**config.mk**
```make
export PLATFORM = sky130hd
export DESIGN_NAME = ticketed_completion_channel_flat
export DESIGN_NICKNAME = d
export VERILOG_FILES = /design/src/tcc_pkg.sv /design/src/tcc_req_if.sv /design/src/tcc_rsp_if.sv /design/src/tcc_ctrl.sv /design/src/tcc_dp.sv /design/src/ticketed_completion_channel.sv /design/src/flat_wrapper.sv
export VERILOG_INCLUDE_DIRS = /design/src /design/src/src
export SDC_FILE = /design/constraint.sdc
export NUM_CORES = 2
export LEC_CHECK = 0
export BUFFER_PORTS_ARGS = -buffer_cell sky130_fd_sc_hd__clkbuf_2
export CAP_MARGIN = 20
export CORE_ASPECT_RATIO = 0.8
export CORE_MARGIN = 3
export CORE_UTILIZATION = 55
export DETAILED_ROUTE_END_ITERATION = 10
export GPL_ROUTABILITY_DRIVEN = 0
export GPL_TIMING_DRIVEN = 1
export PLACE_DENSITY = 0.79
export SLEW_MARGIN = 10
export SYNTH_ARGS = -nofsm -noshare
export SYNTH_HDL_FRONTEND = slang
export SYNTH_SLANG_ARGS = --single-unit
```
**constraint.sdc**
```tcl
create_clock -name clk -period 57.4 [get_ports clk]
set_input_delay 5.74 -clock clk [delete_from_list [all_inputs] [get_ports clk]]
set_output_delay 5.74 -clock clk [all_outputs]
set_load 0.02 [all_outputs]
```
**src/assert_macros.svh**
```systemverilog
// assertion helpers, sampled on clk with arst_n as the disable
`ifndef ASSERT_MACROS_SVH
`define ASSERT_MACROS_SVH

// same-cycle implication
`define ASSERT_IMPL(label, a, b) \
	label: assert property (@(posedge clk) disable iff (!arst_n) (a) |-> (b)) \
	else $error("assertion failed");

// next-cycle implication
`define ASSERT_NEXT(label, a, b) \
	label: assert property (@(posedge clk) disable iff (!arst_n) (a) |=> (b)) \
	else $error("assertion failed");

`endif

```
**src/tcc_pkg.sv**
```systemverilog
`timescale 1ns / 1ps
package tcc_pkg;
	localparam int CAPACITY = 16;
	localparam int IDX_W = (CAPACITY > 1) ? $clog2(CAPACITY) : 1;
	localparam int CNT_W = $clog2(CAPACITY + 1);
	localparam logic [31:0] TICKET_MAX = 32'hFFFF_FFFF;

	typedef enum logic [2:0] {
		OP_RESERVE  = 3'd0,
		OP_PUBLISH  = 3'd1,
		OP_POP      = 3'd2,
		OP_RELEASE  = 3'd3,
		OP_PUSH_RET = 3'd4,
		OP_POP_RET  = 3'd5,
		OP_CANCEL   = 3'd6,
		OP_WAKE     = 3'd7
	} op_t;

	typedef struct packed {
		logic load;
		logic lookup;
		logic exec;
	} cmd_t;
endpackage

```
**src/tcc_req_if.sv**
```systemverilog
`timescale 1ns / 1ps
interface tcc_req_if;
	logic        valid;
	logic        ready;
	logic [2:0]  opcode;
	logic [31:0] corr_id;
	logic [31:0] ticket_in;
	logic [31:0] done_return_id;
	logic [31:0] done_entry_id;
	logic [31:0] done_payload;
	logic [31:0] room_id;
	logic [31:0] player_id;

	modport source (output valid, opcode, corr_id, ticket_in, done_return_id,
		done_entry_id, done_payload, room_id, player_id, input ready);
	modport sink (input valid, opcode, corr_id, ticket_in, done_return_id,
		done_entry_id, done_payload, room_id, player_id, output ready);
endinterface

```
**src/tcc_rsp_if.sv**
```systemverilog
`timescale 1ns / 1ps
interface tcc_rsp_if;
	logic        valid;
	logic        ready;
	logic        accepted;
	logic [31:0] ticket_out;
	logic [31:0] out_return_id;
	logic [31:0] out_entry_id;
	logic [31:0] out_payload;
	logic [31:0] out_room;
	logic [31:0] out_player;
	logic        wake;
	logic        drained;

	modport source (output valid, accepted, ticket_out, out_return_id, out_entry_id,
		out_payload, out_room, out_player, wake, drained, input ready);
	modport sink (input valid, accepted, ticket_out, out_return_id, out_entry_id,
		out_payload, out_room, out_player, wake, drained, output ready);
endinterface

```
**src/tcc_ctrl.sv**
```systemverilog
`timescale 1ns / 1ps
`include "assert_macros.svh"
module tcc_ctrl (
	input  logic           clk,
	input  logic           arst_n,
	input  logic           in_valid,
	output logic           in_ready,
	output logic           out_valid,
	input  logic           out_ready,
	output tcc_pkg::cmd_t  cmd
);
	typedef enum logic [3:0] {
		S_IDLE = 4'b0001,
		S_LOOK = 4'b0010,
		S_EXEC = 4'b0100,
		S_OUT  = 4'b1000
	} state_t;

	state_t state_q, state_d;

	always_comb begin
		state_d = state_q;
		unique case (state_q)
			S_IDLE: if (in_valid) state_d = S_LOOK;
			S_LOOK: state_d = S_EXEC;
			S_EXEC: state_d = S_OUT;
			S_OUT:  if (out_ready) state_d = S_IDLE;
			default: state_d = S_IDLE;
		endcase
	end

	always_ff @(posedge clk or negedge arst_n) begin
		if (!arst_n) state_q <= S_IDLE;
		else state_q <= state_d;
	end

	assign in_ready   = (state_q == S_IDLE);
	assign out_valid  = (state_q == S_OUT);
	assign cmd.load   = in_valid && in_ready;
	assign cmd.lookup = (state_q == S_LOOK);
	assign cmd.exec   = (state_q == S_EXEC);

	`ASSERT_IMPL(a_no_overlap, in_ready, !out_valid)
	`ASSERT_NEXT(a_accept_looks, cmd.load, cmd.lookup && !in_ready)
	`ASSERT_NEXT(a_exec_shows, cmd.exec, out_valid)
endmodule

```
**src/tcc_dp.sv**
```systemverilog
`timescale 1ns / 1ps
module tcc_dp (
	input  logic           clk,
	input  logic           arst_n,
	input  tcc_pkg::cmd_t  cmd,
	tcc_req_if.sink        req,
	tcc_rsp_if.source      rsp
);
	localparam int CAP = tcc_pkg::CAPACITY;
	localparam int IW  = tcc_pkg::IDX_W;
	localparam int CW  = tcc_pkg::CNT_W;

	typedef struct packed {
		logic [IW-1:0] idx;
		logic [31:0]   ret;
		logic [31:0]   ent;
		logic [31:0]   pay;
	} done_ent_t;

	typedef struct packed {
		logic [31:0] room;
		logic [31:0] player;
	} ret_ent_t;

	// latched request
	logic [2:0]  op_q;
	logic [31:0] corr_q, tin_q, dret_q, dent_q, dpay_q, room_q, player_q;

	// table and ring state
	logic [31:0]    next_ticket_q;
	logic           cancelled_q;
	logic [CAP-1:0] rv_q, rqueued_q, rpend_q;
	logic [31:0]    rticket_q [CAP];
	logic [31:0]    rcorr_q [CAP];
	done_ent_t      done_mem [CAP];
	ret_ent_t       ret_mem [CAP];
	logic [IW-1:0]  dhead_q, dtail_q, rhead_q, rtail_q;
	logic [CW-1:0]  dcount_q, rcount_q;

	// lookup stage
	logic          hit_s1, free_s1;
	logic [IW-1:0] hidx_s1, fidx_s1;
	done_ent_t     dring_s1;
	ret_ent_t      rring_s1;

	// result beat
	logic        acc_q, wake_q, drained_q;
	logic [31:0] tout_q, oret_q, oent_q, opay_q, oroom_q, oplayer_q;

	function automatic logic [IW-1:0] adv(input logic [IW-1:0] p);
		adv = (p == IW'(CAP - 1)) ? '0 : p + 1'b1;
	endfunction

	always_ff @(posedge clk) begin
		if (cmd.load) begin
			op_q     <= req.opcode;
			corr_q   <= req.corr_id;
			tin_q    <= req.ticket_in;
			dret_q   <= req.done_return_id;
			dent_q   <= req.done_entry_id;
			dpay_q   <= req.done_payload;
			room_q   <= req.room_id;
			player_q <= req.player_id;
		end
	end

	// ticket match over the table and lowest free entry
	logic          hit_c, free_c;
	logic [IW-1:0] hidx_c, fidx_c;

	always_comb begin
		hit_c  = 1'b0;
		free_c = 1'b0;
		hidx_c = '0;
		fidx_c = '0;
		for (int i = CAP - 1; i >= 0; i--) begin
			if (rv_q[i] && rticket_q[i] == tin_q && tin_q != 32'd0) begin
				hit_c  = 1'b1;
				hidx_c = IW'(i);
			end
			if (!rv_q[i]) begin
				free_c = 1'b1;
				fidx_c = IW'(i);
			end
		end
	end

	always_ff @(posedge clk) begin
		if (cmd.lookup) begin
			hit_s1   <= hit_c;
			hidx_s1  <= hidx_c;
			free_s1  <= free_c;
			fidx_s1  <= fidx_c;
			dring_s1 <= done_mem[dhead_q];
			rring_s1 <= ret_mem[rhead_q];
		end
	end

	// execute
	logic [CAP-1:0] rv_n, rq_n, rp_n;
	logic [IW-1:0]  dhead_n, dtail_n, rhead_n, rtail_n;
	logic [CW-1:0]  dcount_n, rcount_n;
	logic [31:0]    next_ticket_n, expect_id;
	logic           canc_n, acc_n, wake_n, wr_resv, wr_done, wr_ret;
	logic [31:0]    tout_n, oret_n, oent_n, opay_n, oroom_n, oplayer_n;

	always_comb begin
		rv_n = rv_q;
		rq_n = rqueued_q;
		rp_n = rpend_q;
		dhead_n = dhead_q;
		dtail_n = dtail_q;
		rhead_n = rhead_q;
		rtail_n = rtail_q;
		dcount_n = dcount_q;
		rcount_n = rcount_q;
		next_ticket_n = next_ticket_q;
		canc_n = cancelled_q;
		acc_n = 1'b0;
		wake_n = 1'b0;
		wr_resv = 1'b0;
		wr_done = 1'b0;
		wr_ret = 1'b0;
		tout_n = '0;
		oret_n = '0;
		oent_n = '0;
		opay_n = '0;
		oroom_n = '0;
		oplayer_n = '0;
		expect_id = (dret_q != 32'd0) ? dret_q : dent_q;
		unique case (tcc_pkg::op_t'(op_q))
			tcc_pkg::OP_RESERVE: begin
				if (!cancelled_q && corr_q != 32'd0 && next_ticket_q != tcc_pkg::TICKET_MAX
						&& free_s1) begin
					wr_resv = 1'b1;
					rv_n[fidx_s1] = 1'b1;
					rq_n[fidx_s1] = 1'b0;
					rp_n[fidx_s1] = 1'b0;
					acc_n = 1'b1;
					tout_n = next_ticket_q;
					next_ticket_n = next_ticket_q + 32'd1;
				end
			end
			tcc_pkg::OP_PUBLISH: begin
				if (!cancelled_q && hit_s1 && rcorr_q[hidx_s1] == expect_id
						&& !rqueued_q[hidx_s1] && dcount_q < CW'(CAP)) begin
					wr_done = 1'b1;
					dtail_n = adv(dtail_q);
					dcount_n = dcount_q + 1'b1;
					rq_n[hidx_s1] = 1'b1;
					acc_n = 1'b1;
					wake_n = 1'b1;
				end
			end
			tcc_pkg::OP_POP: begin
				if (dcount_q != '0) begin
					dhead_n = adv(dhead_q);
					dcount_n = dcount_q - 1'b1;
					// ring keeps the table slot, tickets are never reused
					if (rv_q[dring_s1.idx] && rqueued_q[dring_s1.idx]) begin
						rq_n[dring_s1.idx] = 1'b0;
						if (rpend_q[dring_s1.idx]) begin
							rv_n[dring_s1.idx] = 1'b0;
							rp_n[dring_s1.idx] = 1'b0;
						end
					end
					acc_n = 1'b1;
					oret_n = dring_s1.ret;
					oent_n = dring_s1.ent;
					opay_n = dring_s1.pay;
				end
			end
			tcc_pkg::OP_RELEASE: begin
				if (hit_s1) begin
					if (rqueued_q[hidx_s1]) rp_n[hidx_s1] = 1'b1;
					else rv_n[hidx_s1] = 1'b0;
					acc_n = 1'b1;
				end
			end
			tcc_pkg::OP_PUSH_RET: begin
				if (!cancelled_q && room_q != 32'd0 && player_q != 32'd0
						&& rcount_q < CW'(CAP)) begin
					wr_ret = 1'b1;
					rtail_n = adv(rtail_q);
					rcount_n = rcount_q + 1'b1;
					acc_n = 1'b1;
					wake_n = 1'b1;
				end
			end
			tcc_pkg::OP_POP_RET: begin
				if (rcount_q != '0) begin
					rhead_n = adv(rhead_q);
					rcount_n = rcount_q - 1'b1;
					acc_n = 1'b1;
					oroom_n = rring_s1.room;
					oplayer_n = rring_s1.player;
				end
			end
			tcc_pkg::OP_CANCEL: begin
				rv_n = '0;
				rq_n = '0;
				rp_n = '0;
				dhead_n = '0;
				dtail_n = '0;
				rhead_n = '0;
				rtail_n = '0;
				dcount_n = '0;
				rcount_n = '0;
				canc_n = 1'b1;
				acc_n = 1'b1;
				wake_n = 1'b1;
			end
			tcc_pkg::OP_WAKE: begin
				acc_n = (dcount_q != '0) || (rcount_q != '0);
				wake_n = acc_n;
			end
			default: ;
		endcase
	end

	always_ff @(posedge clk or negedge arst_n) begin
		if (!arst_n) begin
			next_ticket_q <= 32'd1;
			cancelled_q <= 1'b0;
			rv_q <= '0;
			rqueued_q <= '0;
			rpend_q <= '0;
			dhead_q <= '0;
			dtail_q <= '0;
			rhead_q <= '0;
			rtail_q <= '0;
			dcount_q <= '0;
			rcount_q <= '0;
		end else if (cmd.exec) begin
			next_ticket_q <= next_ticket_n;
			cancelled_q <= canc_n;
			rv_q <= rv_n;
			rqueued_q <= rq_n;
			rpend_q <= rp_n;
			dhead_q <= dhead_n;
			dtail_q <= dtail_n;
			rhead_q <= rhead_n;
			rtail_q <= rtail_n;
			dcount_q <= dcount_n;
			rcount_q <= rcount_n;
		end
	end

	always_ff @(posedge clk) begin
		if (cmd.exec && wr_resv) begin
			rticket_q[fidx_s1] <= next_ticket_q;
			rcorr_q[fidx_s1] <= corr_q;
		end
		if (cmd.exec && wr_done)
			done_mem[dtail_q] <= '{idx: hidx_s1, ret: dret_q, ent: dent_q, pay: dpay_q};
		if (cmd.exec && wr_ret)
			ret_mem[rtail_q] <= '{room: room_q, player: player_q};
	end

	always_ff @(posedge clk) begin
		if (cmd.exec) begin
			acc_q <= acc_n;
			wake_q <= wake_n;
			drained_q <= (dcount_n == '0) && (rcount_n == '0) && (rv_n == '0);
			tout_q <= tout_n;
			oret_q <= oret_n;
			oent_q <= oent_n;
			opay_q <= opay_n;
			oroom_q <= oroom_n;
			oplayer_q <= oplayer_n;
		end
	end

	assign rsp.accepted      = acc_q;
	assign rsp.ticket_out    = tout_q;
	assign rsp.out_return_id = oret_q;
	assign rsp.out_entry_id  = oent_q;
	assign rsp.out_payload   = opay_q;
	assign rsp.out_room      = oroom_q;
	assign rsp.out_player    = oplayer_q;
	assign rsp.wake          = wake_q;
	assign rsp.drained       = drained_q;
endmodule

```
**src/ticketed_completion_channel.sv**
```systemverilog
`timescale 1ns / 1ps
// order: an accepted request beat passes the table lookup, execute and result
// stages of the sequencer; no new request is accepted until the result beat
// is taken, and the result stage holds while the result stalls
// reset: arst_n clears the table valid bits, ring pointers and counts,
// the cancel flag, and sets the next ticket to one
module ticketed_completion_channel (
	input  logic      clk,
	input  logic      arst_n,
	tcc_req_if.sink   req,
	tcc_rsp_if.source rsp
);
	tcc_pkg::cmd_t cmd;

	tcc_ctrl u_ctrl (
		.clk       (clk),
		.arst_n    (arst_n),
		.in_valid  (req.valid),
		.in_ready  (req.ready),
		.out_valid (rsp.valid),
		.out_ready (rsp.ready),
		.cmd       (cmd)
	);

	tcc_dp u_dp (
		.clk    (clk),
		.arst_n (arst_n),
		.cmd    (cmd),
		.req    (req),
		.rsp    (rsp)
	);
endmodule
```
**src/flat_wrapper.sv**
```systemverilog
// flat-port wrapper written by rule: the top's interface ports become plain ports
module ticketed_completion_channel_flat 
  (clk, arst_n, req_valid, req_opcode, req_corr_id, req_ticket_in, req_done_return_id, req_done_entry_id, req_done_payload, req_room_id, req_player_id, req_ready, rsp_valid, rsp_accepted, rsp_ticket_out, rsp_out_return_id, rsp_out_entry_id, rsp_out_payload, rsp_out_room, rsp_out_player, rsp_wake, rsp_drained, rsp_ready);
  tcc_req_if req_i ();
  tcc_rsp_if rsp_i ();
  input  logic clk;
  input  logic arst_n;
  input wire logic [$bits(req_i.valid)-1:0] req_valid;
  input wire logic [$bits(req_i.opcode)-1:0] req_opcode;
  input wire logic [$bits(req_i.corr_id)-1:0] req_corr_id;
  input wire logic [$bits(req_i.ticket_in)-1:0] req_ticket_in;
  input wire logic [$bits(req_i.done_return_id)-1:0] req_done_return_id;
  input wire logic [$bits(req_i.done_entry_id)-1:0] req_done_entry_id;
  input wire logic [$bits(req_i.done_payload)-1:0] req_done_payload;
  input wire logic [$bits(req_i.room_id)-1:0] req_room_id;
  input wire logic [$bits(req_i.player_id)-1:0] req_player_id;
  output wire logic [$bits(req_i.ready)-1:0] req_ready;
  output wire logic [$bits(rsp_i.valid)-1:0] rsp_valid;
  output wire logic [$bits(rsp_i.accepted)-1:0] rsp_accepted;
  output wire logic [$bits(rsp_i.ticket_out)-1:0] rsp_ticket_out;
  output wire logic [$bits(rsp_i.out_return_id)-1:0] rsp_out_return_id;
  output wire logic [$bits(rsp_i.out_entry_id)-1:0] rsp_out_entry_id;
  output wire logic [$bits(rsp_i.out_payload)-1:0] rsp_out_payload;
  output wire logic [$bits(rsp_i.out_room)-1:0] rsp_out_room;
  output wire logic [$bits(rsp_i.out_player)-1:0] rsp_out_player;
  output wire logic [$bits(rsp_i.wake)-1:0] rsp_wake;
  output wire logic [$bits(rsp_i.drained)-1:0] rsp_drained;
  input wire logic [$bits(rsp_i.ready)-1:0] rsp_ready;
  assign req_i.valid = req_valid;
  assign req_i.opcode = req_opcode;
  assign req_i.corr_id = req_corr_id;
  assign req_i.ticket_in = req_ticket_in;
  assign req_i.done_return_id = req_done_return_id;
  assign req_i.done_entry_id = req_done_entry_id;
  assign req_i.done_payload = req_done_payload;
  assign req_i.room_id = req_room_id;
  assign req_i.player_id = req_player_id;
  assign req_ready = req_i.ready;
  assign rsp_valid = rsp_i.valid;
  assign rsp_accepted = rsp_i.accepted;
  assign rsp_ticket_out = rsp_i.ticket_out;
  assign rsp_out_return_id = rsp_i.out_return_id;
  assign rsp_out_entry_id = rsp_i.out_entry_id;
  assign rsp_out_payload = rsp_i.out_payload;
  assign rsp_out_room = rsp_i.out_room;
  assign rsp_out_player = rsp_i.out_player;
  assign rsp_wake = rsp_i.wake;
  assign rsp_drained = rsp_i.drained;
  assign rsp_i.ready = rsp_ready;
  ticketed_completion_channel u_core (.clk(clk), .arst_n(arst_n), .req(req_i), .rsp(rsp_i));
endmodule
```
* Word level (Yosys, flattened, before mapping)
Memory sizes are Yosys's and may differ from the RTL's. A register that Yosys moved wholly into a read port is not among the register bits. Cells that the tools add are included.
Storage, ports and cells: register bits 543, memories 4, output and inout bits 197, memory bits (writable) 3648
Memory list:
- u_core.u_dp.done_mem | depth 16, bits a word 100, read ports 1, clocked after memory_dff 1, write ports 1, RTL line tcc_dp.sv:35 | done_ent_t done_mem [CAP];
- u_core.u_dp.ret_mem | depth 16, bits a word 64, read ports 1, clocked after memory_dff 1, write ports 1, RTL line tcc_dp.sv:36 | ret_ent_t ret_mem [CAP];
- u_core.u_dp.rcorr_q | depth 16, bits a word 32, read ports 1, clocked after memory_dff 0, write ports 1, RTL line tcc_dp.sv:34 | logic [31:0] rcorr_q [CAP];
- u_core.u_dp.rticket_q | depth 16, bits a word 32, read ports 16, clocked after memory_dff 0, write ports 1, RTL line tcc_dp.sv:33 | logic [31:0] rticket_q [CAP];
Cells by class: mux-type cells 104, bitwise gates (word level) 12, reductions and logical operators 92, order comparisons 8, equality and inequality tests 44, $add $sub $neg 9
Operator list (number):
- equality test 32 bit | 17
- two-way mux 16 bit | 16
- case mux 16 bit (4 select lines) | 3
- nonzero test 32 bit | 5
- two-way mux 4 bit | 26
- AND 16 bit | 6
- logical AND 1 bit | 52
- inverter 16 bit | 3
- OR 16 bit | 3
- adder 32 x 1 -> 32 bit, second input constant | 1
- two-way mux 32 bit | 1
- != test 32 bit, second input constant | 1
- case mux 4 bit (2 select lines) | 4
- case mux 5 bit (3 select lines) | 2
- two-way mux 1 bit | 26
- two-way mux 3 bit | 8
- equality test 4 bit, second input constant | 5
- two-way mux 5 bit | 4
- != test 2 bit, second input constant | 10
- adder 4 x 1 -> 4 bit, second input constant | 4
- binary-select mux 1 bit (select 4 bit) | 4
- zero test 16 bit | 1
- case mux 4 bit (4 select lines) | 1
- AND reduction 8 bit | 2
- 32 further kinds | 64

* Depth between registers and ports, before layout
An unclocked memory read counts as a cell.
depth in word-level cells 19, mapped depth 17, depth with buffers taken out 13

* Worst setup path after synthesis
Ideal clock, no wire load.
path type reg2reg, start register u_core.u_ctrl.state_q[1], end register, netlist name u_core.u_dp.dring_s1[0], slack 37.980 ns, stages on the path, launching flop included 2, period minus slack after synthesis 19.420 ns, library setup time 1.197 ns, data required time 56.203 ns, arrival time 18.222 ns, path through dfrtp_1 -> nor4b_1
Between the ends: longest elaborated chain between the ends 1
RTL lines:
- start: declaration | RTL line tcc_ctrl.sv:19 | state_t state_q, state_d;
- start signal: assignment | RTL line tcc_ctrl.sv:34 | else state_q <= state_d;
- equality test 4 x 2 -> 1 bit | RTL line tcc_ctrl.sv:40 | assign cmd.lookup = (state_q == S_LOOK);
Every way passes these cells. A chain may end at the register's enable or synchronous reset.

* Worst setup path after layout
start register u_core.u_ctrl.state_q[0], end output req_ready
Between the ends: longest elaborated chain between the ends 1
RTL lines:
- equality test 4 x 1 -> 1 bit | RTL line tcc_ctrl.sv:37 | assign in_ready = (state_q == S_IDLE);
- end: declaration | RTL line flat_wrapper.sv:17 | output wire logic [$bits(req_i.ready)-1:0] req_ready;
Every way passes these cells.

==> impl_metrics.env <==
export IMPL_via_count=90800
export IMPL_port_buffer_count=427
export IMPL_synth_area_leader_cell="edfxtp_1"
export IMPL_hpwlAfterDp_um=234000
export IMPL_synth_avg_cell_area_um2=19.0
export IMPL_die_w_um=624
export IMPL_worst_hold_path_type="register to register"
export IMPL_dp_slack_ns=49.50
export IMPL_area_growth_syn_to_layout_pct=12.1
export IMPL_initial_core_util=0.556
export IMPL_dr_first_iter_drc_count=14400
export IMPL_most_common_layout_cells="edfxtp_1 (4244), mux2i_1 (503), o21ai_0 (488)"
export IMPL_fp_row_count=180
export IMPL_cts_buffers=403
export IMPL_synth_distinct_cells=79
export IMPL_sw_frac_of_total=0.252
export IMPL_yosys_warnings=0
export IMPL_synth_edff_count=4244
export IMPL_p_per_area_mw_per_mm2=39.3
export IMPL_layout_nets=9664
export IMPL_cts_resized=0
export IMPL_async_reset_ff_frac=0.0255
export IMPL_synth_main_ff_cell="edfxtp_1"
export IMPL_pwr_share_clk=0.354
export IMPL_required_ns=51.66
export IMPL_clkTransAtPathRegs_ns=0.06
export IMPL_core_area_mm2=0.302
export IMPL_ys_ff_latch=4355
export IMPL_crit_arrival_ns=2.45
export IMPL_grt_pass1_vias=89900
export IMPL_ir_drop_mv=0.0459
export IMPL_track_usage=0.273
export IMPL_drv_slew=0
export IMPL_fin_worst_skew_ns=0.0822
export IMPL_netlist_area_leader_share=0.758
export IMPL_clock_sinks=4355
export IMPL_p_seq_frac=0.528
export IMPL_path_class="register to output pin"
export IMPL_grt_pass1_wl_um=622000
export IMPL_cts_buffer_depth=4
export IMPL_die_area_mm2=0.313
export IMPL_cts_tree="done"
export IMPL_fmax_mhz=122
export IMPL_status="complete, but fails checks"
export IMPL_final_common_cell="edfxtp_1"
export IMPL_cts_root_buffer="clkbuf_16"
export IMPL_layout_setup_ws_ns=49.21
export IMPL_drt_first_pass_iters=11
export IMPL_grt_overflow_total=0
export IMPL_io_pins=428
export IMPL_postPlaceCellArea_mm2=0.175
export IMPL_min_period_over_period=0.143
export IMPL_p_sw_mw=1.86
export IMPL_startpoint_type="register"
export IMPL_rsz0062_at_grt="no"
export IMPL_cell_internal_pwr_mw=5.54
export IMPL_cts_htree_levels=5
export IMPL_yosys_top_cells_area="edfxtp_1 (76%), mux4_2 (6.2%), mux2i_1 (3.0%)"
export IMPL_finalCriticalPeriod_ns=8.19
export IMPL_comb_power_share=0.119
export IMPL_drtAntennaViolNets=0
export IMPL_cts_hold_buffers=0
export IMPL_p_leak_nw=61.9
export IMPL_drc=1
export IMPL_wl_per_cell_um=31.6
export IMPL_hold_ws_ns=0.518
export IMPL_finalHoldViolCount=0
export IMPL_syn_area_mm2=0.168
export IMPL_setup_tns_ns=0
export IMPL_synthCells=8839
export IMPL_maxCapViolations=0
export IMPL_via_per_inst=6.59
export IMPL_insertion_delay_ns=0.93
export IMPL_worstSetupEndpointType="output pin"
export IMPL_die_h_um=501
export IMPL_postCtsSetupBuffers=0
export IMPL_tightest_slew_ns=1.26
export IMPL_grt_max_degree=158
export IMPL_fin_area_mm2=0.189
export IMPL_ys_seq_area_frac=0.774
export IMPL_wirelength_um=435000
export IMPL_grt_antenna_before_repair=53
export IMPL_fillers=19700
export IMPL_worst_slew_margin_rel=0.161
export IMPL_setup_viol=0
export IMPL_synth_nets=9085
export IMPL_final_layout_size_suffix_gt1_frac=0.198
export IMPL_violations="design-rule violations"
export IMPL_path_max_fanout=5
through the flow:
stage	utilization	std cells	total power, mW
after floorplan	-	8839	4.53
after global placement	0.580	13000	4.79
after detailed placement	0.580	13000	4.83
after CTS	0.622	13700	7.41
after global routing	0.623	13800	7.61
final	0.623	13800	7.40
power by group through the flow:
| stage | combinational [mW] | sequential [mW] | clock (mW) |
|---|---|---|---|
| 5_1_grt | 0.930 | 3.92 | 2.76 |
| 3_3_place_gp | 0.844 | 3.95 | 0 |
| 4_1_cts | 0.873 | 3.90 | 2.64 |
| 6_report | 0.879 | 3.91 | 2.62 |
| 3_5_place_dp | 0.865 | 3.96 | 0 |
| 2_1_floorplan | 0.620 | 3.91 | 0 |
logic make-up after synthesis:
logic type | after synthesis | synth area share
DFF | 4355 | 0.774
AOI/OAI and AO/OA | 1198 | 0.0442
muxes | 1148 | 0.105
and+or+nand+nor | 1051 | 0.0332
xor gates and xnor gates | 578 | 0.0301
buffers and inverters | 494 | 0.0119
adders and majority gates | 15 | 0.00112
flip-flops by register name, summed over array words and instances, names as in the netlist, 64 cells and up:
signal	cells
u_core.u_dp.rticket_q	512
u_core.u_dp.rcorr_q	512
u_core.u_dp.rring_s1	64
u_core.u_dp.dring_s1	100
u_core.u_dp.ret_mem	1024
u_core.u_dp.done_mem	1600
layer usage:
metal | vias up | track usage | part of all wire
met2 | 6566 | 0.423 | 0.47
met1 | 46400 | 0.383 | 0.37
li1 | 36800 | - | -
met3 | 1079 | 0.0552 | 0.12
met5 | - | 0 | 0.00011
met4 | 8 | 0.117 | 0.045
synth_stat cells (all sizes together), types with 8 or more instances:
| cell type | count |
|---|---|
| nor2 | 94 |
| nor4 | 167 |
| nand4 | 72 |
| a22o | 17 |
| o211ai | 8 |
| mux2i | 503 |
| nand2b | 30 |
| nand3 | 59 |
| buf | 102 |
| a21oi | 241 |
| a221oi | 181 |
| dfrtp | 109 |
| and2 | 120 |
| mux4 | 476 |
| xnor2 | 130 |
| nand2 | 287 |
| o31ai | 10 |
| o21ai | 500 |
| ha | 15 |
| clkbuf | 366 |
| a31oi | 25 |
| nor3 | 59 |
| a22oi | 170 |
| nor2b | 14 |
| xor2 | 448 |
| inv | 25 |
| edfxtp | 4244 |
| or3 | 9 |
| mux2 | 169 |
| and3 | 103 |
| or2 | 10 |
worst max-delay path, cell delays in order (launching register included):
cell and delay [ns]:
dfstp_2 0.57, nor4b_1 0.64, clkbuf_2 0.30
area by class of cell:
cell class,count,area [um2],share of cell area
Antenna cell,31,77.6,0.000411
Sequential cell,4355,130000,0.691
Multi-Input combinational cell,3990,36300,0.192
Timing Repair Buffer,642,4040,0.0214
Tap cell,4004,5010,0.0266
Clock buffer,512,10700,0.0570
Inverter,26,105,0.000558
Clock inverter,219,2010,0.0107
final timing paths:
check | slack [ns] | endpoint | depth (start not counted) | from
max in group asynchronous | 51.05 | u_core.u_dp.rhead_q[1]$_DFFE_PN0P_ | 2 | arst_n
max reg2reg | 49.82 | u_core.u_dp.done_mem[1][62]$_DFFE_PP_ | 15 | u_core.u_dp.hidx_s1[0]$_SDFFCE_PP0N_
max | 49.21 | req_ready | 2 | u_core.u_ctrl.state_q[0]$_DFFE_PN1P_
min | 0.52 | u_core.u_dp.rsp.out_player[26]$_SDFFCE_PN0P_ | 1 | u_core.u_dp.rring_s1[26]$_DFFE_PN_
min in group asynchronous | 4.93 | u_core.u_dp.next_ticket_q[10]$_DFFE_PN0P_ | 1 | arst_n
min reg2reg | 0.52 | u_core.u_dp.rsp.out_player[26]$_SDFFCE_PN0P_ | 1 | u_core.u_dp.rring_s1[26]$_DFFE_PN_
No activity file was read; power rests on OpenSTA's default activity.
